`config.mk`:
```
export PLATFORM = sky130hd
export DESIGN_NAME = ezrm_cordic_stage
export DESIGN_NICKNAME = d
export VERILOG_FILES = /design/src/rtl/core/euler_zxz_rotation_matrix_top_assert.svh /design/src/rtl/core/ezrm_pkg.sv /design/src/rtl/core/ezrm_cordic_stage.sv
export SDC_FILE = /design/constraint.sdc
export NUM_CORES = 1
export LEC_CHECK = 0
export BUFFER_PORTS_ARGS = -buffer_cell sky130_fd_sc_hd__buf_2
export CORE_AREA = 2 2 228 230
export CTS_CLUSTER_SIZE = 10
export DETAILED_ROUTE_END_ITERATION = 12
export DIE_AREA = 0 0 230 232
export PLACE_DENSITY_LB_ADDON = 0.12
export SLEW_MARGIN = 25
export SYNTH_ARGS = -nofsm -noshare
export SYNTH_HDL_FRONTEND = slang
export SYNTH_SLANG_ARGS = --single-unit
```
`constraint.sdc`:
```
create_clock -name i_clk -period 3.6 [get_ports i_clk]
set_input_delay 0.18 -clock i_clk [delete_from_list [all_inputs] [get_ports i_clk]]
set_output_delay 0.18 -clock i_clk [all_outputs]
set_load 0.05 [all_outputs]
```
`src/rtl/core/euler_zxz_rotation_matrix_top_assert.svh`:
```
// ----------------------------------------------------------------------------
// Euler ZXZ rotation matrix - assertion macros
// Shared concurrent assertion forms, clocked on i_clk, disabled in reset.
// ----------------------------------------------------------------------------
`ifndef EULER_ZXZ_ROTATION_MATRIX_TOP_ASSERT_SVH
`define EULER_ZXZ_ROTATION_MATRIX_TOP_ASSERT_SVH

// property holds at every edge out of reset
`define EZRM_ASSERT_ALWAYS(lbl, prop, msg) \
    lbl: assert property (@(posedge i_clk) disable iff (!i_rst_n) prop) else $error(msg);

// antecedent this cycle implies consequent next cycle
`define EZRM_ASSERT_NEXT(lbl, ante, cons, msg) \
    lbl: assert property (@(posedge i_clk) disable iff (!i_rst_n) (ante) |=> (cons)) else $error(msg);

`endif

```
`src/rtl/core/ezrm_pkg.sv`:
```
// ----------------------------------------------------------------------------
// Euler ZXZ rotation matrix - package
// Datapath types, CORDIC constants and the Q30 product helper.
// ----------------------------------------------------------------------------
package ezrm_pkg;

    localparam int LANES        = 3;
    localparam int CORDIC_STEPS = 28;
    localparam int ENTRIES      = 9;

    localparam logic signed [31:0] CORDIC_X0 = 32'sd652032874;

    localparam logic [1:0] QUAD_0 = 2'd0;
    localparam logic [1:0] QUAD_1 = 2'd1;
    localparam logic [1:0] QUAD_2 = 2'd2;
    localparam logic [1:0] QUAD_3 = 2'd3;

    // atan(2^-i) in 2^-32 turn
    localparam logic signed [31:0] ATAN_TURN [0:CORDIC_STEPS-1] = '{
        32'sd536870912, 32'sd316933406, 32'sd167458907, 32'sd85004756,
        32'sd42667331,  32'sd21354465,  32'sd10679838,  32'sd5340245,
        32'sd2670163,   32'sd1335087,   32'sd667544,    32'sd333772,
        32'sd166886,    32'sd83443,     32'sd41722,     32'sd20861,
        32'sd10430,     32'sd5215,      32'sd2608,      32'sd1304,
        32'sd652,       32'sd326,       32'sd163,       32'sd81,
        32'sd41,        32'sd20,        32'sd10,        32'sd5
    };

    typedef struct packed {
        logic [1:0]         q;
        logic signed [31:0] x;
        logic signed [31:0] y;
        logic signed [31:0] z;
    } t_lane;

    typedef t_lane [LANES-1:0] t_lane_vec;

    typedef struct packed {
        logic signed [31:0] c;
        logic signed [31:0] s;
    } t_cs;

    typedef t_cs [LANES-1:0] t_cs_vec;

    // Q30 x Q30 -> Q30, round half up
    function automatic logic signed [31:0] qmul(input logic signed [31:0] a,
                                                input logic signed [31:0] b);
        logic signed [63:0] p;
        p = 64'(a) * 64'(b);
        p = (p + 64'sd536870912) >>> 30;
        return p[31:0];
    endfunction

endpackage

```
`src/rtl/core/ezrm_cordic_stage.sv`:
```
// ----------------------------------------------------------------------------
// Euler ZXZ rotation matrix - CORDIC stage
// One registered rotation step for all three angle lanes.
// ----------------------------------------------------------------------------
module ezrm_cordic_stage #(
    parameter int STEP = 0
) (
    input  logic                i_clk,
    input  logic                i_rst_n,
    input  logic                i_en,
    input  logic                i_valid,
    input  ezrm_pkg::t_lane_vec i_lane,
    output logic                o_valid,
    output ezrm_pkg::t_lane_vec o_lane
);
    import ezrm_pkg::*;

    t_lane_vec n_lane;
    t_lane_vec r_lane;
    logic      r_valid;

    always_comb begin
        for (int l = 0; l < LANES; l++) begin
            n_lane[l].q = i_lane[l].q;
            if (!i_lane[l].z[31]) begin
                n_lane[l].x = i_lane[l].x - (i_lane[l].y >>> STEP);
                n_lane[l].y = i_lane[l].y + (i_lane[l].x >>> STEP);
                n_lane[l].z = i_lane[l].z - ATAN_TURN[STEP];
            end else begin
                n_lane[l].x = i_lane[l].x + (i_lane[l].y >>> STEP);
                n_lane[l].y = i_lane[l].y - (i_lane[l].x >>> STEP);
                n_lane[l].z = i_lane[l].z + ATAN_TURN[STEP];
            end
        end
    end

    always_ff @(posedge i_clk) begin
        if (!i_rst_n) begin
            r_valid <= 1'b0;
        end else if (i_en) begin
            r_valid <= i_valid;
        end
    end

    always_ff @(posedge i_clk) begin
        if (i_en) begin
            r_lane <= n_lane;
        end
    end

    assign o_valid = r_valid;
    assign o_lane  = r_lane;

endmodule

```
==> flow_summary.ini, run 1 <==
[synth]
synth_area_mm2 = 0.02497
synth_cell_types = 79
synth_edf_count = 291
syn_avg_cell_area_um2 = 8.906
ys_warn_count = 0
seq_area_frac_synth_pct = 35.07
synthFlopType = edfxtp_1
async_flop_share_pct = 0
synth.ff_latch_count = 292
synthCells = 2804
syn_nets = 3396

[placement]
io_buffer_count = 592
dpl_worst_slack_ns = 0.1015
hpwl_mm = 72.30
dp.cells = 4037
gp_congestion = 0.9834

[grt]
gr-usage-all-layers_pct = 33.02
grt_max_degree = 87
gr-total-overflow = 0
antenna_found_initial = 19
first_global_vias = 23660
grt_pass1_wl_mm = 137.5

[clock_network]
clk_latency_ns = 0.57
cts.sinks = 292
numCtsBuffers = 38
htreeDepth = 2
cts_tree = done
cts_buffer_depth = 3
cts_root_buffer = clkbuf_16
post_cts_buffers = 0
clk_pin_slew_ns = 0.05

[die]
die_h_um = 232
die_w_um = 230
rows = 83
fp.coreArea_mm2 = 0.05089
die_area_mm2 = 0.05336
io_pins = 593
start_util_pct = 49.08

[sta]
rsz0062_at_grt = false
fin_crit_ns = 3.472
fin_ws_ns = 0.1282
hold-worst-slack_ns = 0.03400
worst_clock_skew_ns = 0
worst_slew_pin_slew_ns = 0.9885
fin_crit_sh_pct = 96.44
timing.final.hold_violations = 0
drv_slew = 0
finalSetupTns_ns = 0
fmax_ghz = 0.2880
setup_viol = 0
slew_headroom_pct = 34.10

[routing]
ant_nets = 0
via_count = 24480
first_iter_violations = 2324
via_per_inst = 5.806
drc = 0
wire_per_inst_um = 21.71
drt_wl_total_mm = 91.52
first_pass_iters = 7

[setup_path]
arrival_ns = 3.80
ff2ff_path_depth = 3
cp.required_ns = 3.92
crit_fanout = 4
cp-end-kind = flop
timing.rr.end = o_valid
critical_path_class = in -> reg
ff2ff_setup_slack_ns = 2.47
reg2reg_from = o_valid
startpoint_type = input port

[hold_path]
whs_path_depth = 3
hold_class = in -> reg
min_from = i_lane[260]
hold_end = o_lane[228]

[cells_and_area]
area_growth_pct = 24.93
final_cell_mix = buf_2, a21oi_1, inv_1, edfxtp_1, ha_1
final_cells = 4216
layout_commonest_cell = buf_2
drive_gt1_share_pct = 21.53
final_nets = 4091

[status]
status = finished, final reports clean

[flow_run]
timing.max_cap.violations = 0

[power_and_ir_drop]
p_per_area_mw_per_mm2 = 445.5
leakagePower_nw = 14.20
ir_drop_v = 0.0003818
==> state kept, by name, summed over array words and instances, names as in the netlist <==
signal,count
o_lane,291
o_valid,1
==> where the power goes <==
| part | internal [mW] | switching, mW |
|---|---|---|
| sequential | 4.37 | 0.141 |
| clock | 2.06 | 1.54 |
| combinational | 1.70 | 4.08 |
==> synthesized netlist by cell type, drive strengths merged, types with 10 or more instances <==
master,count,area (um2)
o21bai,46,345.3
a21o,75,563.0
buf,27,118.9
or3,17,111.4
mux2i,30,300.3
and3,14,87.58
nor4,21,131.4
o221ai,10,93.84
a21oi,309,1546
edfxtp,291,8738
or2,11,68.82
a221oi,13,120.1
o211ai,28,210.2
clkbuf,101,379.1
o21ai,189,949.7
nand3,35,175.2
xor2,16,140.1
fa,12,240.2
a21boi,12,90.09
nor2b,42,262.8
xnor2,166,1454
nand4,23,143.9
and2,13,81.33
a31oi,43,269.0
a211oi,37,277.8
nand2,133,499.2
nor2,246,923.4
nand2b,28,175.2
ha,282,3528
o31ai,26,195.2
inv,300,1126
o21a,14,105.1
nor3,50,250.2
==> metal layers <==
metal	wire length (um)	up-vias	part of all wire, %	global-route usage, %
met2	43830	1224	48	55.95
met3	7622	201	8.3	6.643
met4	3535	16	3.9	11.75
li1	-	11440	-	-
met5	92	-	0.10	0
met1	36440	11590	40	41.86
==> worst max-delay path by stage <==
stage / slack [ns] / end / cells past startpoint / start
6_report: 0.13 / o_lane[160] / 13 / i_lane[162]
5_1_grt: 0.05 / o_lane[160] / 13 / i_lane[162]
4_1_cts: 0.33 / o_lane[160] / 13 / i_lane[162]
3_5_place_dp: 0.10 / o_lane[90] / 11 / i_lane[40]
3_3_place_gp: 0.17 / o_lane[90] / 11 / i_lane[40]
2_1_floorplan: 0.54 / o_lane[90] / 10 / i_lane[40]
==> cells by family (layout without fill, tap and decap cells) <==
family	count (synthesis)	after routing	share of synthesized area, %
multiplexers	30	30	1.202
XOR/XNOR	182	182	6.383
flip-flops	292	292	35.07
AND/OR/NAND/NOR	657	657	12.44
other	0	10	0
AO/OA/AOI/OAI	915	915	23.22
adder cells (fa/ha/maj)	294	294	15.09
buffers and inverters	434	1156	6.593
==> area by class of cell <==
cell class | count | area (um2)
Inverter | 306 | 1149
Fill cell | 4489 | 19690
Timing Repair Buffer | 783 | 4700
Tap cell | 680 | 850.8
Sequential cell | 292 | 8758
Clock buffer | 54 | 1021
Antenna cell | 10 | 25.02
Multi-Input combinational cell | 2078 | 14570
Clock inverter | 13 | 127.6
==> stage by stage <==
stage               utilization, %  cell area (um2)  power (mW)
floorplan                        -            24970       8.445
global placement             57.00            29000       10.15
detailed placement           57.00            29000       10.17
CTS                          61.26            31170       13.88
global route                 61.31            31200       14.46
finish                       61.31            31200       13.90
==> repair_timing <==
item	in CTS	in global routing
hold buffers	102	0
gates resized for setup	0	0
setup endpoints to repair	0	0
endpoints found under the hold margin	101	0
==> critical path: stages <==
cell	delay, ns
dlygate4sd3_1	0.53
buf_2	0.14
ha_1	0.21
fa_1	0.43
inv_1	0.08
a31o_2	0.18
o22ai_1	0.15
o31ai_1	0.76
a31oi_1	0.31
a21oi_1	0.29
o211ai_1	0.15
a22o_1	0.26
xnor2_1	0.13
No activity file was read; power rests on OpenSTA's default activity.
==> run 2, diff against run 1 <==
- MAX_ROUTING_LAYER: unset -> met4
- SETUP_SLACK_MARGIN: unset -> 0.5
==> run 2 against run 1 <==
Net effect:
- via count rose by 0.74%
- clock skew is the same
- sequential power barely moved
- largest power group unchanged
- die area stayed put
- utilization hardly changed
- design area about the same
- sequential cell count is the same
- hold slack gained 0.0038 ns
- clock power down 5%
==> flow_summary.ini, run 2 (same netlist as run 1, synthesis figures left out) <==
[clock_network]
cts_buffer_depth = 3
cts.sinks = 292
clk_latency_ns = 0.55
clk_pin_slew_ns = 0.05
cts_root_buffer = clkbuf_16
htreeDepth = 2
numCtsBuffers = 37
post_cts_buffers = 0
cts_tree = done

[grt]
gr-total-overflow = 0
grt_pass1_wl_mm = 138.1
antenna_found_initial = 26
first_global_vias = 23590
gr-usage-all-layers_pct = 34.14
grt_max_degree = 79

[cells_and_area]
final_nets = 4095
n_fill_cell = 4528
final_cell_mix = buf_2, a21oi_1, inv_1, edfxtp_1, ha_1
final_cells = 4228
area_growth_pct = 24.97
layout_commonest_cell = buf_2
largest_reg_flops = 291
drive_gt1_share_pct = 21.77

[die]
start_util_pct = 49.08
die_area_mm2 = 0.05336
fp.coreArea_mm2 = 0.05089
io_pins = 593
die_h_um = 232
die_w_um = 230
rows = 83

[setup_path]
cp.required_ns = 3.88
startpoint_type = input port
critical_path_class = in -> reg
reg2reg_from = o_valid
arrival_ns = 3.18
ff2ff_setup_slack_ns = 2.42
crit_start = i_lane[40]
cp-end-kind = flop
crit_fanout = 4

[sta]
rsz0062_at_grt = false
fin_crit_sh_pct = 80.63
hold-worst-slack_ns = 0.03783
fin_ws_ns = 0.6974
worst_clock_skew_ns = 0
timing.final.hold_violations = 0
fin_crit_ns = 2.903
slew_headroom_pct = 34.91
fmax_ghz = 0.3445
setup_viol = 0
finalSetupTns_ns = 0
drv_slew = 0
worst_slew_pin_slew_ns = 0.9754

[placement]
io_buffer_count = 592
dpl_worst_slack_ns = 0.04778
hpwl_mm = 72.93
dp.cells = 4043
gp_congestion = 1.011

[hold_path]
min_from = i_lane[162]
hold_class = in -> reg

[routing]
first_iter_violations = 2444
wire_per_inst_um = 21.94
via_per_inst = 5.832
drt_wl_total_mm = 92.75
via_count = 24660
first_pass_iters = 6
drc = 0
ant_nets = 0

[power_and_ir_drop]
ir_drop_v = 0.0004365
leakagePower_nw = 14.18
p_per_area_mw_per_mm2 = 440.7

[flow_run]
timing.max_cap.violations = 0

[status]
status = finished, final reports clean
==> run 2: cell type report <==
cell class | instances | area, um2 | share of cell area (%)
clock inverters | 12 | 107.6 | 0.3448
diodes | 25 | 62.56 | 0.2005
clock buffers | 47 | 963.4 | 3.087
multi-input cells | 2078 | 14590 | 46.76
repair buffers | 788 | 4722 | 15.13
inverters | 306 | 1149 | 3.681
flip-flops and latches | 292 | 8758 | 28.07
well taps | 680 | 850.8 | 2.726
==> run 2: path summary, 6_finish.rpt <==
path / to / depth (start not counted)
setup / recovery: o_lane[90] / 11
hold / removal: o_lane[130] / 3
setup reg to reg: o_valid / 3
hold reg to reg: o_valid / 3
==> run 2: metrics by stage <==
step                      util, %  area [um2]  total power [mW]
after floorplan                 -       24970             8.445
after global placement      57.06       29040             10.17
after detailed placement    57.06       29040             10.19
after CTS                   61.15       31120             13.71
after global routing        61.31       31200             14.29
final                       61.33       31210             13.75
==> run 2: worst max-delay path: stages <==
cell and delay, ns:
buf_2 0.11, inv_1 0.04, ha_1 0.30, or3_4 0.42, or4_1 0.41, o31a_1 0.37, o21ai_2 0.23, a211oi_1 0.18
or4b_1 0.53, a31o_2 0.28, xor2_1 0.13
==> run 2: per-layer routing <==
layer	track usage (%)	vias to the layer above	routed length (um)
met3	6.103	214	7402
li1	-	11460	-
met4	12.46	0	3769
met1	42.33	11750	37410
met2	55.93	1233	44170
met5	-	-	0
==> run 2: what timing repair did <==
| action | 4_1_cts | 5_1_grt |
|---|---|---|
| endpoints found under the hold margin | 100 | 0 |
| resized for setup | 0 | 5 |
| setup endpoints to repair | 0 | 6 |
| hold buffers | 101 | 0 |
==> run 2: where the power goes <==
part / leakage, nW / internal (mW) / total (mW) / switching [mW]
logic: 10.8 / 1.71 / 5.81 / 4.09
registers: 2.86 / 4.37 / 4.52 / 0.151
clock network: 0.516 / 1.95 / 3.42 / 1.47
