`src/rtl/core/euler_zxz_rotation_matrix_top_assert.svh`:
```
// ----------------------------------------------------------------------------
// Euler ZXZ rotation matrix - assertion macros
// Shared concurrent assertion forms, clocked on i_clk, disabled in reset.
// ----------------------------------------------------------------------------
`ifndef EULER_ZXZ_ROTATION_MATRIX_TOP_ASSERT_SVH
`define EULER_ZXZ_ROTATION_MATRIX_TOP_ASSERT_SVH

// property holds at every edge out of reset
`define EZRM_ASSERT_ALWAYS(lbl, prop, msg) \
    lbl: assert property (@(posedge i_clk) disable iff (!i_rst_n) prop) else $error(msg);

// antecedent this cycle implies consequent next cycle
`define EZRM_ASSERT_NEXT(lbl, ante, cons, msg) \
    lbl: assert property (@(posedge i_clk) disable iff (!i_rst_n) (ante) |=> (cons)) else $error(msg);

`endif

```
`src/rtl/core/ezrm_pkg.sv`:
```
// ----------------------------------------------------------------------------
// Euler ZXZ rotation matrix - package
// Datapath types, CORDIC constants and the Q30 product helper.
// ----------------------------------------------------------------------------
package ezrm_pkg;

    localparam int LANES        = 3;
    localparam int CORDIC_STEPS = 28;
    localparam int ENTRIES      = 9;

    localparam logic signed [31:0] CORDIC_X0 = 32'sd652032874;

    localparam logic [1:0] QUAD_0 = 2'd0;
    localparam logic [1:0] QUAD_1 = 2'd1;
    localparam logic [1:0] QUAD_2 = 2'd2;
    localparam logic [1:0] QUAD_3 = 2'd3;

    // atan(2^-i) in 2^-32 turn
    localparam logic signed [31:0] ATAN_TURN [0:CORDIC_STEPS-1] = '{
        32'sd536870912, 32'sd316933406, 32'sd167458907, 32'sd85004756,
        32'sd42667331,  32'sd21354465,  32'sd10679838,  32'sd5340245,
        32'sd2670163,   32'sd1335087,   32'sd667544,    32'sd333772,
        32'sd166886,    32'sd83443,     32'sd41722,     32'sd20861,
        32'sd10430,     32'sd5215,      32'sd2608,      32'sd1304,
        32'sd652,       32'sd326,       32'sd163,       32'sd81,
        32'sd41,        32'sd20,        32'sd10,        32'sd5
    };

    typedef struct packed {
        logic [1:0]         q;
        logic signed [31:0] x;
        logic signed [31:0] y;
        logic signed [31:0] z;
    } t_lane;

    typedef t_lane [LANES-1:0] t_lane_vec;

    typedef struct packed {
        logic signed [31:0] c;
        logic signed [31:0] s;
    } t_cs;

    typedef t_cs [LANES-1:0] t_cs_vec;

    // Q30 x Q30 -> Q30, round half up
    function automatic logic signed [31:0] qmul(input logic signed [31:0] a,
                                                input logic signed [31:0] b);
        logic signed [63:0] p;
        p = 64'(a) * 64'(b);
        p = (p + 64'sd536870912) >>> 30;
        return p[31:0];
    endfunction

endpackage

```
`src/rtl/core/ezrm_quadrant.sv`:
```
// ----------------------------------------------------------------------------
// Euler ZXZ rotation matrix - quadrant fold
// Maps first-quadrant CORDIC results back to the full turn, registered.
// ----------------------------------------------------------------------------
module ezrm_quadrant (
    input  logic                i_clk,
    input  logic                i_rst_n,
    input  logic                i_en,
    input  logic                i_valid,
    input  ezrm_pkg::t_lane_vec i_lane,
    output logic                o_valid,
    output ezrm_pkg::t_cs_vec   o_cs
);
    import ezrm_pkg::*;

    t_cs_vec n_cs;
    t_cs_vec r_cs;
    logic    r_valid;

    always_comb begin
        for (int l = 0; l < LANES; l++) begin
            unique case (i_lane[l].q)
                QUAD_0: begin
                    n_cs[l].c = i_lane[l].x;
                    n_cs[l].s = i_lane[l].y;
                end
                QUAD_1: begin
                    n_cs[l].c = -i_lane[l].y;
                    n_cs[l].s = i_lane[l].x;
                end
                QUAD_2: begin
                    n_cs[l].c = -i_lane[l].x;
                    n_cs[l].s = -i_lane[l].y;
                end
                QUAD_3: begin
                    n_cs[l].c = i_lane[l].y;
                    n_cs[l].s = -i_lane[l].x;
                end
            endcase
        end
    end

    always_ff @(posedge i_clk) begin
        if (!i_rst_n) begin
            r_valid <= 1'b0;
        end else if (i_en) begin
            r_valid <= i_valid;
        end
    end

    always_ff @(posedge i_clk) begin
        if (i_en) begin
            r_cs <= n_cs;
        end
    end

    assign o_valid = r_valid;
    assign o_cs    = r_cs;

endmodule

```
`config.mk`:
```
export PLATFORM = sky130hd
export DESIGN_NAME = ezrm_quadrant
export DESIGN_NICKNAME = d
export VERILOG_FILES = /design/src/rtl/core/euler_zxz_rotation_matrix_top_assert.svh /design/src/rtl/core/ezrm_pkg.sv /design/src/rtl/core/ezrm_quadrant.sv
export SDC_FILE = /design/constraint.sdc
export NUM_CORES = 1
export LEC_CHECK = 0
export ABC_CLOCK_PERIOD_IN_PS = 3300
export BUFFER_PORTS_ARGS = -buffer_cell sky130_fd_sc_hd__buf_4
export CAP_MARGIN = 20
export CORE_AREA = 2 2 189 191
export CTS_BUF_LIST = sky130_fd_sc_hd__clkbuf_16
export CTS_CLUSTER_DIAMETER = 60
export CTS_CLUSTER_SIZE = 30
export DETAILED_ROUTE_END_ITERATION = 16
export DIE_AREA = 0 0 191 193
export GPL_TIMING_DRIVEN = 1
export PLACE_DENSITY_LB_ADDON = 0.08
export REMOVE_ABC_BUFFERS = 1
export SETUP_SLACK_MARGIN = 0.15
export SLEW_MARGIN = 30
export SYNTH_ARGS = -nofsm -noshare
export SYNTH_HDL_FRONTEND = slang
export SYNTH_SLANG_ARGS = --single-unit
```
`constraint.sdc`:
```
create_clock -name i_clk -period 3.3 [get_ports i_clk]
set_input_delay 0.33 -clock i_clk [delete_from_list [all_inputs] [get_ports i_clk]]
set_output_delay 0.33 -clock i_clk [all_outputs]
set_load 0.02 [all_outputs]
```
==> results.toml, run 1 <==
[die]
initial_core_util_pct = 43.5
ios = 491
die_x_um = 191
core-area_um2 = 35000
num_rows = 69
fp.dieArea_um2 = 36900
die_height_um = 193

[global_route]
grt_max_degree = 70
overflow = 0
grt_usage_pct = 26.7
grt_first_pass_wirelength_mm = 77.0
first_global_vias = 13814
antenna_found_initial = 1

[timing]
maxSlewHeadroom_pct = 41.7
slew_violations = 0
finalHoldViolations = 0
skew_ns = 0
fin_setup_tns_ns = 0
fin_crit_sh_pct = 83.4
tightest_slew_ns = 0.868
timing.fmax_ghz = 0.364
min_period_ns = 2.75
setup_viol = 0
rsz0062_at_grt = "false"

[drt]
drtAntennaViolNets = 0
route.detailed.wl_per_inst_um = 20.5
first_iter_violations = 1355
vias_per_cell = 6.17
num_vias = 15288
drt_wl_total_mm = 50.7
drc = 0
first_pass_iters = 5

[pwr]
p_per_area_nw_per_um2 = 388
ir_drop_mv = 0.390
leakage_nw = 7.16

[logic_synthesis]
ys_top_cells_by_area = "edfxtp_1 (38%), mux2i_1 (4.9%), xnor2_1 (4.4%), a21oi_1 (3.6%), o21ai_0 (3.6%)"
ys_seq_area_share_pct = 38.0
async_flop_share_pct = 0
netlist_area_um2 = 15200
synth_top_family_by_area = "compound AO/OA/AOI/OAI gates"
synth_ff_type = "edfxtp_1"
post-synth-top-area-cell = "edfxtp_1"
synth-simple-area-share_pct = 18.6
synth.distinct_cells = 75
synthAdderAreaFrac_pct = 0.493
synth-edff-count = 192
muxShareOfSynthArea_pct = 6.05
synth-compound-area-share_pct = 24.5
synth_warnings = 0
avgSynthCellArea_um2 = 9.02
synthXorXnorAreaFrac_pct = 7.54
ys_seq_elements = 193
syn_inst = 1688
yosysTopAreaCellShare_pct = 37.9

[cts]
ctsHoldBuffers = 0
cts-root-buf = "clkbuf_16"
cts_tree = "built"
cts_buffers = 17
cts.sinks = 193
cts_resized = 0
cts.clk_slew.worst_paths_ns = 0.07
clkLatencyLatePin_ns = 0.45
htree_levels = 4
post_cts_buffers = 0
clk_path_buf_depth = 2

[min_path]
hold_start = "i_rst_n"
hold_end = "o_valid"
holdCritPathClass = "in -> reg"
hold_depth = 2

[setup_path]
cp_max_fo = 6
r2r_setup_slack_ns = 2.70
worstSetupPathType = "in -> reg"
startpoint_type = "input pin"
reg2reg_to = "o_valid"
endpoint_kind = "flop"
critPathRequiredTime_ns = 3.58
worstReg2RegStart = "o_valid"
crit_start = "i_lane[162]"
rr_worst_depth = 2
arrival_ns = 3.03

[final_layout]
mostFrequentLayoutCell = "buf_4"
syn_to_final_growth_pct = 26.4
fin_nets = 2307
final_cell_mix = "buf_4 (455), edfxtp_1 (192), nand2_1 (113)"
final_area_um2 = 19200
drive_gt1_share_pct = 26.2

[status]
status = "complete, no violations"

[place]
dpl.hpwl_mm = 37.3
placed_area_um2 = 18600
portBuffers = 394
gp_congestion = 0.886

[run]
cap_viol_max_count = 0
## power by group
group / internal (W) / total (W) / switching [W]
Clock: 0.00119 / 0.00218 / 0.000996
Combinational: 0.000901 / 0.00217 / 0.00127
Sequential: 0.00303 / 0.00312 / 0.0000916
Total: 0.00512 / 0.00748 / 0.00235
## per-stage QoR
step	cells	hold slack, ns	utilization, %	setup WS, ns	total power, W
3_3_place_gp	2445	0.507	53.3	0.167	0.00531
2_1_floorplan	1526	0.442	-	0.0167	0.00419
3_5_place_dp	2445	0.522	53.3	0.171	0.00533
6_report	2478	0.0813	55.0	0.549	0.00748
4_1_cts	2477	0.0635	55.0	0.632	0.00752
5_1_grt	2478	0.110	55.0	0.529	0.00780
## worst max-delay path by stage
stage | to | slack [ns] | cells after the start
CTS | o_cs[92] | 0.63 | 8
finish | o_cs[92] | 0.55 | 8
detailed placement | o_cs[92] | 0.17 | 8
global route | o_cs[174] | 0.53 | 9
global placement | o_cs[92] | 0.17 | 8
floorplan | o_cs[190] | 0.02 | 5
## layout make-up
cell class	count	area (um2)
Clock buffer	17	425
Sequential cell	193	5790
Inverter	29	109
Timing Repair Buffer	458	3470
Multi-Input combinational cell	1304	8700
Clock inverter	15	170
Fill cell	3171	15700
Tap cell	461	577
Antenna cell	1	2.50
## sequential cells by signal, indices dropped and copies added, names as in the netlist
| signal | cells |
|---|---|
| o_cs | 192 |
| o_valid | 1 |
## cell families after synthesis
group / count (synthesis)
compound gates: 543
simple gates: 540
flops: 193
buf+inv: 191
xor+xnor: 131
mux: 84
fa+ha+maj: 6
## Yosys cell counts, types with 7 or more instances
cell type and number:
edfxtp_1 192, clkbuf_1 130, nand2_1 113, a21oi_1 109, o21ai_0 109, nor2_1 103
xnor2_1 77, mux2i_1 74, a211oi_1 65, nor3_1 59, xor2_1 54, or3_1 48
nor4_1 41, nand3_1 34, o41ai_1 34, a221oi_1 33, a31oi_1 31, o211ai_1 31
or4_1 30, o31ai_1 29, buf_1 26, inv_1 26, nand4_1 23, o311ai_0 18
or2_2 18, a32o_1 15, nand2b_1 15, nor2b_1 11, and3_1 8, a31o_2 7
and2_1 7, o21a_1 7
## layer usage
metal  track usage (%)  wire length [um]
met3              5.30              4620
met2              42.5             23200
met4              8.91              1270
met5                 0                 0
met1              36.3             21600
## critical path, stage by stage
cell	delay (ns)
buf_4	0.14
inv_1	0.07
ha_1	0.26
or4b_1	0.52
nand4b_1	0.47
or4_1	0.72
a32o_1	0.30
a221oi_1	0.22
Power figures use the tool's default switching activity.
==> run 2: changes to the inputs <==
--- a/config.mk
+++ b/config.mk
@@ -5,15 +5,16 @@
 export SDC_FILE = /design/constraint.sdc
 export NUM_CORES = 1
 export LEC_CHECK = 0
-export ABC_CLOCK_PERIOD_IN_PS = 3300
+export ABC_AREA = 1
+export ABC_CLOCK_PERIOD_IN_PS = 2400
 export BUFFER_PORTS_ARGS = -buffer_cell sky130_fd_sc_hd__buf_4
 export CAP_MARGIN = 20
-export CORE_AREA = 2 2 189 191
+export CORE_AREA = 2 2 190 192
 export CTS_BUF_LIST = sky130_fd_sc_hd__clkbuf_16
 export CTS_CLUSTER_DIAMETER = 60
 export CTS_CLUSTER_SIZE = 30
 export DETAILED_ROUTE_END_ITERATION = 16
-export DIE_AREA = 0 0 191 193
+export DIE_AREA = 0 0 192 194
 export GPL_TIMING_DRIVEN = 1
 export PLACE_DENSITY_LB_ADDON = 0.08
 export REMOVE_ABC_BUFFERS = 1
==> constraint.sdc (replaced) <==
create_clock -name i_clk -period 2.4 [get_ports i_clk]
set_input_delay 0.24 -clock i_clk [delete_from_list [all_inputs] [get_ports i_clk]]
set_output_delay 0.24 -clock i_clk [all_outputs]
set_load 0.02 [all_outputs]
==> results.toml, run 2 <==
[logic_synthesis]
ys_seq_elements = 193
yosysMostFrequentCell = "nand2_1"
async_flop_share_pct = 0
synth_warnings = 0
syn_inst = 2359
ys_top_cells_by_area = "edfxtp_1 (37%), nand2_1 (19%), nand3_1 (9.2%), nor2_1 (7.2%), nand4_1 (6.3%)"
avgSynthCellArea_um2 = 6.68
synth.distinct_cells = 31
synth_ff_type = "edfxtp_1"
yosysTopAreaCellShare_pct = 36.6
post-synth-top-area-cell = "edfxtp_1"
ys_seq_area_share_pct = 36.7
netlist_top_cells_count = "nand2_1 (796), nor2_1 (303), nand3_1 (289)"
synth-edff-count = 192
netlist_area_um2 = 15800

[final_layout]
n_fill_cell = 3400
fin_util_pct = 56.7
syn_to_final_growth_pct = 26.6
mostFrequentLayoutCell = "nand2_1"
final_cell_mix = "nand2_1 (796), buf_4 (421), nor2_1 (297)"
drive_gt1_share_pct = 20.0
fin_nets = 3038
largest_register_ffs = 192

[drt]
drtAntennaViolNets = 0
drt_wl_total_mm = 60.6
first_iter_violations = 1720
vias_per_cell = 5.64
drc = 0
first_pass_iters = 8
num_vias = 18113
route.detailed.wl_per_inst_um = 18.9

[setup_path]
crit_top_cell = "nand2_1"
slowest_delay_ns = 0.28
cp_max_fo = 6
arrival_ns = 1.74
critPathRequiredTime_ns = 2.60
worstSetupPathType = "in -> reg"
crit_path_top_delay_cell = "ha_1"
endpoint_kind = "flop"
startpoint_type = "input pin"
critical_path.cell_chain = "buf_4 > inv_1 > ha_1 > nand2_1 > nor2_4 > nand2_1 > nor2_1 > nand2_1 > nand3_1 > nand4_1"

[cts]
clkLatencyLatePin_ns = 0.46
cts_tree = "built"
cts.clk_slew.worst_paths_ns = 0.08
clk_path_buf_depth = 2
cts-root-buf = "clkbuf_16"
cts_buffers = 17
cts.sinks = 193
cts_resized = 0
htree_levels = 4

[die]
die_x_um = 192
core-area_um2 = 35200
ios = 491
num_rows = 69
initial_core_util_pct = 44.8
die_height_um = 194
fp.dieArea_um2 = 37200

[pwr]
comb_power_share_pct = 28.1
swShare_pct = 34.0
p_per_area_nw_per_um2 = 510
net-switching-power_w = 0.00346
intPower_w = 0.00672
power_frac_seq_pct = 42.0
clkPwrFrac_pct = 29.9
leakage_nw = 8.35
ir_drop_mv = 0.560

[timing]
finalHoldViolations = 0
maxSlewHeadroom_pct = 50.8
worst_slack_ns = 0.867
timing.fmax_ghz = 0.652
slew_violations = 0
min_period_ns = 1.53
setup_viol = 0
tightest_slew_ns = 0.736
fin_crit_sh_pct = 63.9
fin_hold_ws_ns = 0.0715
skew_ns = 0
rsz0062_at_grt = "false"

[global_route]
overflow = 0
grt_first_pass_wirelength_mm = 92.9
first_global_vias = 17107
antenna_found_initial = 1
grt_max_degree = 63
grt_usage_pct = 32.3

[status]
status = "complete, no violations"

[place]
dpl.hpwl_mm = 48.0
gp_congestion = 1.02
dpl_worst_slack_ns = 0.404
portBuffers = 394

[run]
cap_viol_max_count = 0

[min_path]
holdCritPathClass = "in -> reg"
-- run 2: cell count changes after synthesis, sizes merged, moves of 92 or more --
cell,change
nand2,+697
nand3,+260
nor2,+253
inv,+202
nand4,+136
clkbuf,-106
a21oi,-92
-- run 2: critical path, delay by kind of cell --
family | cells | cell delay [ns]
buffers and inverters | 2 | 0.23
AND/OR/NAND/NOR | 7 | 0.98
adder cells (fa/ha/maj) | 1 | 0.28
-- run 2: final timing paths --
kind	from	end	slack, ns	cells past startpoint
worst max register to register	o_valid	o_valid	1.20	3
worst min register to register	o_valid	o_valid	1.12	3
worst min-delay path	i_lane[260]	o_cs[128]	0.07	3
worst max-delay path	i_lane[260]	o_cs[180]	0.87	10
-- run 2: repair_timing --
item,in CTS,in global routing
hold buffers,2,0
endpoints found under the hold margin,1,0
setup buffers,0,0
-- run 2: layer usage --
metal	vias to the layer above	global-route usage (%)	routed length, um
li1	8661	-	-
met1	8369	40.3	23700
met2	940	54.8	29200
met3	143	5.52	5160
met4	0	13.6	2540
met5	-	0	0
-- run 2: layout make-up --
cell class	instances	area [um2]	area share, %
inverter	228	856	4.29
timing repair buffer	429	3290	16.5
clock buffer	17	425	2.13
multi-input combinational	1865	8840	44.3
sequential	193	5790	29.0
antenna	1	2.50	0.0125
clock inverter	15	181	0.909
tap	461	577	2.89
-- run 2: power groups by stage --
stage	Combinational, W	Clock [W]	Sequential (W)
2_1_floorplan	0.000906	0	0.00478
3_3_place_gp	0.00280	0	0.00434
3_5_place_dp	0.00283	0	0.00435
4_1_cts	0.00285	0.00312	0.00428
5_1_grt	0.00308	0.00323	0.00430
6_report	0.00287	0.00305	0.00427
-- run 2: cell families after synthesis --
kind of cell / Yosys count / synth area share [%]
xor gates and xnor gates: 54 / 3.00
buffers and inverters: 301 / 7.56
AOI/OAI and AO/OA: 157 / 5.85
adders and majority gates: 6 / 0.476
DFF: 193 / 36.7
and+or+nand+nor: 1648 / 46.4
-- run 2: per-stage QoR --
stage	power (W)	std cells	TNS, ns	cell area [um2]
detailed placement	0.00718	3174	0	19300
global placement	0.00715	3174	0	19300
global route	0.0106	3209	0	20000
finish	0.0102	3209	0	20000
floorplan	0.00569	2286	-16.27	15400
CTS	0.0102	3208	0	20000
==> run 3: changes to the inputs <==
--- a/config.mk
+++ b/config.mk
@@ -6,15 +6,15 @@
 export NUM_CORES = 1
 export LEC_CHECK = 0
 export ABC_AREA = 1
-export ABC_CLOCK_PERIOD_IN_PS = 2400
+export ABC_CLOCK_PERIOD_IN_PS = 1500
 export BUFFER_PORTS_ARGS = -buffer_cell sky130_fd_sc_hd__buf_4
 export CAP_MARGIN = 20
-export CORE_AREA = 2 2 190 192
+export CORE_AREA = 2 2 192 194
 export CTS_BUF_LIST = sky130_fd_sc_hd__clkbuf_16
 export CTS_CLUSTER_DIAMETER = 60
 export CTS_CLUSTER_SIZE = 30
 export DETAILED_ROUTE_END_ITERATION = 16
-export DIE_AREA = 0 0 192 194
+export DIE_AREA = 0 0 194 196
 export GPL_TIMING_DRIVEN = 1
 export PLACE_DENSITY_LB_ADDON = 0.08
 export REMOVE_ABC_BUFFERS = 1
==> constraint.sdc (replaced) <==
create_clock -name i_clk -period 1.5 [get_ports i_clk]
set_input_delay 0.15 -clock i_clk [delete_from_list [all_inputs] [get_ports i_clk]]
set_output_delay 0.15 -clock i_clk [all_outputs]
set_load 0.02 [all_outputs]
==> results.toml, run 3 (synthesized netlist as in run 2, its figures left out) <==
[final_layout]
fin_util_pct = 63.4
diodes = 0
largest_register_ffs = 192
drive_gt1_share_pct = 29.5
final_cell_mix = "nand2_1 (786), buf_4 (750), nor2_1 (291)"
syn_to_final_growth_pct = 45.0
fin_nets = 3388
fin_cells = 3565
mostFrequentLayoutCell = "nand2_1"

[setup_path]
arrival_ns = 1.17
critical_path.cell_chain = "buf_4"
reg2reg_to = "o_valid"
crit_path_top_delay_cell = "edfxtp_1"
startpoint_type = "flop"
slowest_delay_ns = 0.49
worstSetupPathType = "reg -> out"
cp_max_fo = 1
cp_top_family = "flip-flops"
rr_worst_depth = 3
crit_start = "o_cs[175]"
cp_num_buf_inv = 1
worstReg2RegStart = "o_valid"
critPathRequiredTime_ns = 1.35
r2r_setup_slack_ns = 0.32
endpoint_kind = "output port"

[cts]
cts.clk_slew.worst_paths_ns = 0.08
cts_tree = "built"
clkLatencyLatePin_ns = 0.46
htree_levels = 4
clk_path_buf_depth = 2
cts-root-buf = "clkbuf_16"
cts_buffers = 17
cts.sinks = 193

[drt]
vias_per_cell = 5.53
drt_wl_total_mm = 66.8
first_pass_iters = 6
drc = 0
drtAntennaViolNets = 0
route.detailed.wl_per_inst_um = 18.7
num_vias = 19721
first_iter_violations = 1909

[timing]
skew_ns = 0
min_period_ns = 1.32
finalHoldViolations = 0
fin_crit_sh_pct = 88.0
rsz0062_at_grt = "true"
timing.fmax_ghz = 0.758
maxSlewHeadroom_pct = 62.9
tightest_slew_ns = 0.555
setup_viol = 0
fin_hold_ws_ns = 0.0164
slew_violations = 0

[die]
fp.dieArea_um2 = 38000
die_x_um = 194
initial_core_util_pct = 43.7
ios = 491
core-area_um2 = 36100
die_height_um = 196
num_rows = 70

[global_route]
first_global_vias = 19028
antenna_found_initial = 0
grt_first_pass_wirelength_mm = 103
grt_usage_pct = 34.5
grt_max_degree = 69
overflow = 0

[place]
placed_cells = 3521
gp_congestion = 0.993
dpl.hpwl_mm = 53.3
portBuffers = 394

[pwr]
leakage_nw = 10.1
p_per_area_nw_per_um2 = 737
ir_drop_mv = 0.897

[status]
status = "complete, no violations"

[min_path]
hold_end = "o_cs[64]"
hold_start = "i_lane[162]"
holdCritPathClass = "in -> reg"
hold_depth = 3

[run]
cap_viol_max_count = 0
## run 3: cell count changes in the layout (fill, tap and decap cells not counted), moves of 4 or more
cell,before,now
buf_12,5,16
buf_4,421,750
dlygate4sd3_1,2,10
ha_1,6,2
ha_2,0,4
inv_8,6,1
nand2_1,796,786
nand2_2,14,23
nor2_1,297,291
## run 3: stage by stage
stage | worst slack [ns] | power (W) | setup TNS (ns) | instance area (um2)
3_3_place_gp | -0.305 | 0.0120 | -28.88 | 22000
5_1_grt | 0.0949 | 0.0175 | 0 | 22900
2_1_floorplan | -1.38 | 0.00910 | -130.58 | 15400
6_report | 0.181 | 0.0168 | 0 | 22900
3_5_place_dp | -0.333 | 0.0121 | -30.25 | 22100
4_1_cts | 0.168 | 0.0168 | 0 | 22700
## run 3: layout make-up
| cell class | instances | area, um2 |
|---|---|---|
| clock buffers | 17 | 425 |
| repair buffers | 779 | 6100 |
| flip-flops and latches | 193 | 5790 |
| multi-input cells | 1865 | 8950 |
| fillers | 3336 | 13200 |
| well taps | 468 | 586 |
| inverters | 228 | 856 |
| clock inverters | 15 | 156 |
## run 3: power breakdown
| part | leakage (nW) | switching [W] | internal (W) |
|---|---|---|---|
| Sequential | 1.88 | 0.000250 | 0.00664 |
| Clock | 0.286 | 0.00227 | 0.00248 |
| Combinational | 7.95 | 0.00305 | 0.00216 |
## run 3: timing repair
| action | in CTS | in global routing |
|---|---|---|
| pin swaps | 0 | 7 |
| setup buffers | 0 | 2 |
| hold buffers | 10 | 0 |
| setup endpoints to repair | 3 | 54 |
| hold endpoints to repair | 13 | 0 |
| gates resized for setup | 1 | 33 |
## run 3: worst max-delay path by stage
stage	depth (start not counted)	slack (ns)	endpoint
6_report	1	0.18	o_cs[175]
5_1_grt	10	0.09	o_cs[31]
4_1_cts	10	0.17	o_cs[38]
3_5_place_dp	9	-0.33	o_cs[18]
3_3_place_gp	10	-0.31	o_cs[38]
2_1_floorplan	5	-1.38	o_cs[7]
## run 3: metal layers
metal	vias up	wire length (um)	global-route usage (%)
li1	9351	-	-
met1	9101	26500	43.5
met2	1107	31000	57.3
met3	162	6120	6.29
met4	0	3090	16.4
met5	-	0	0
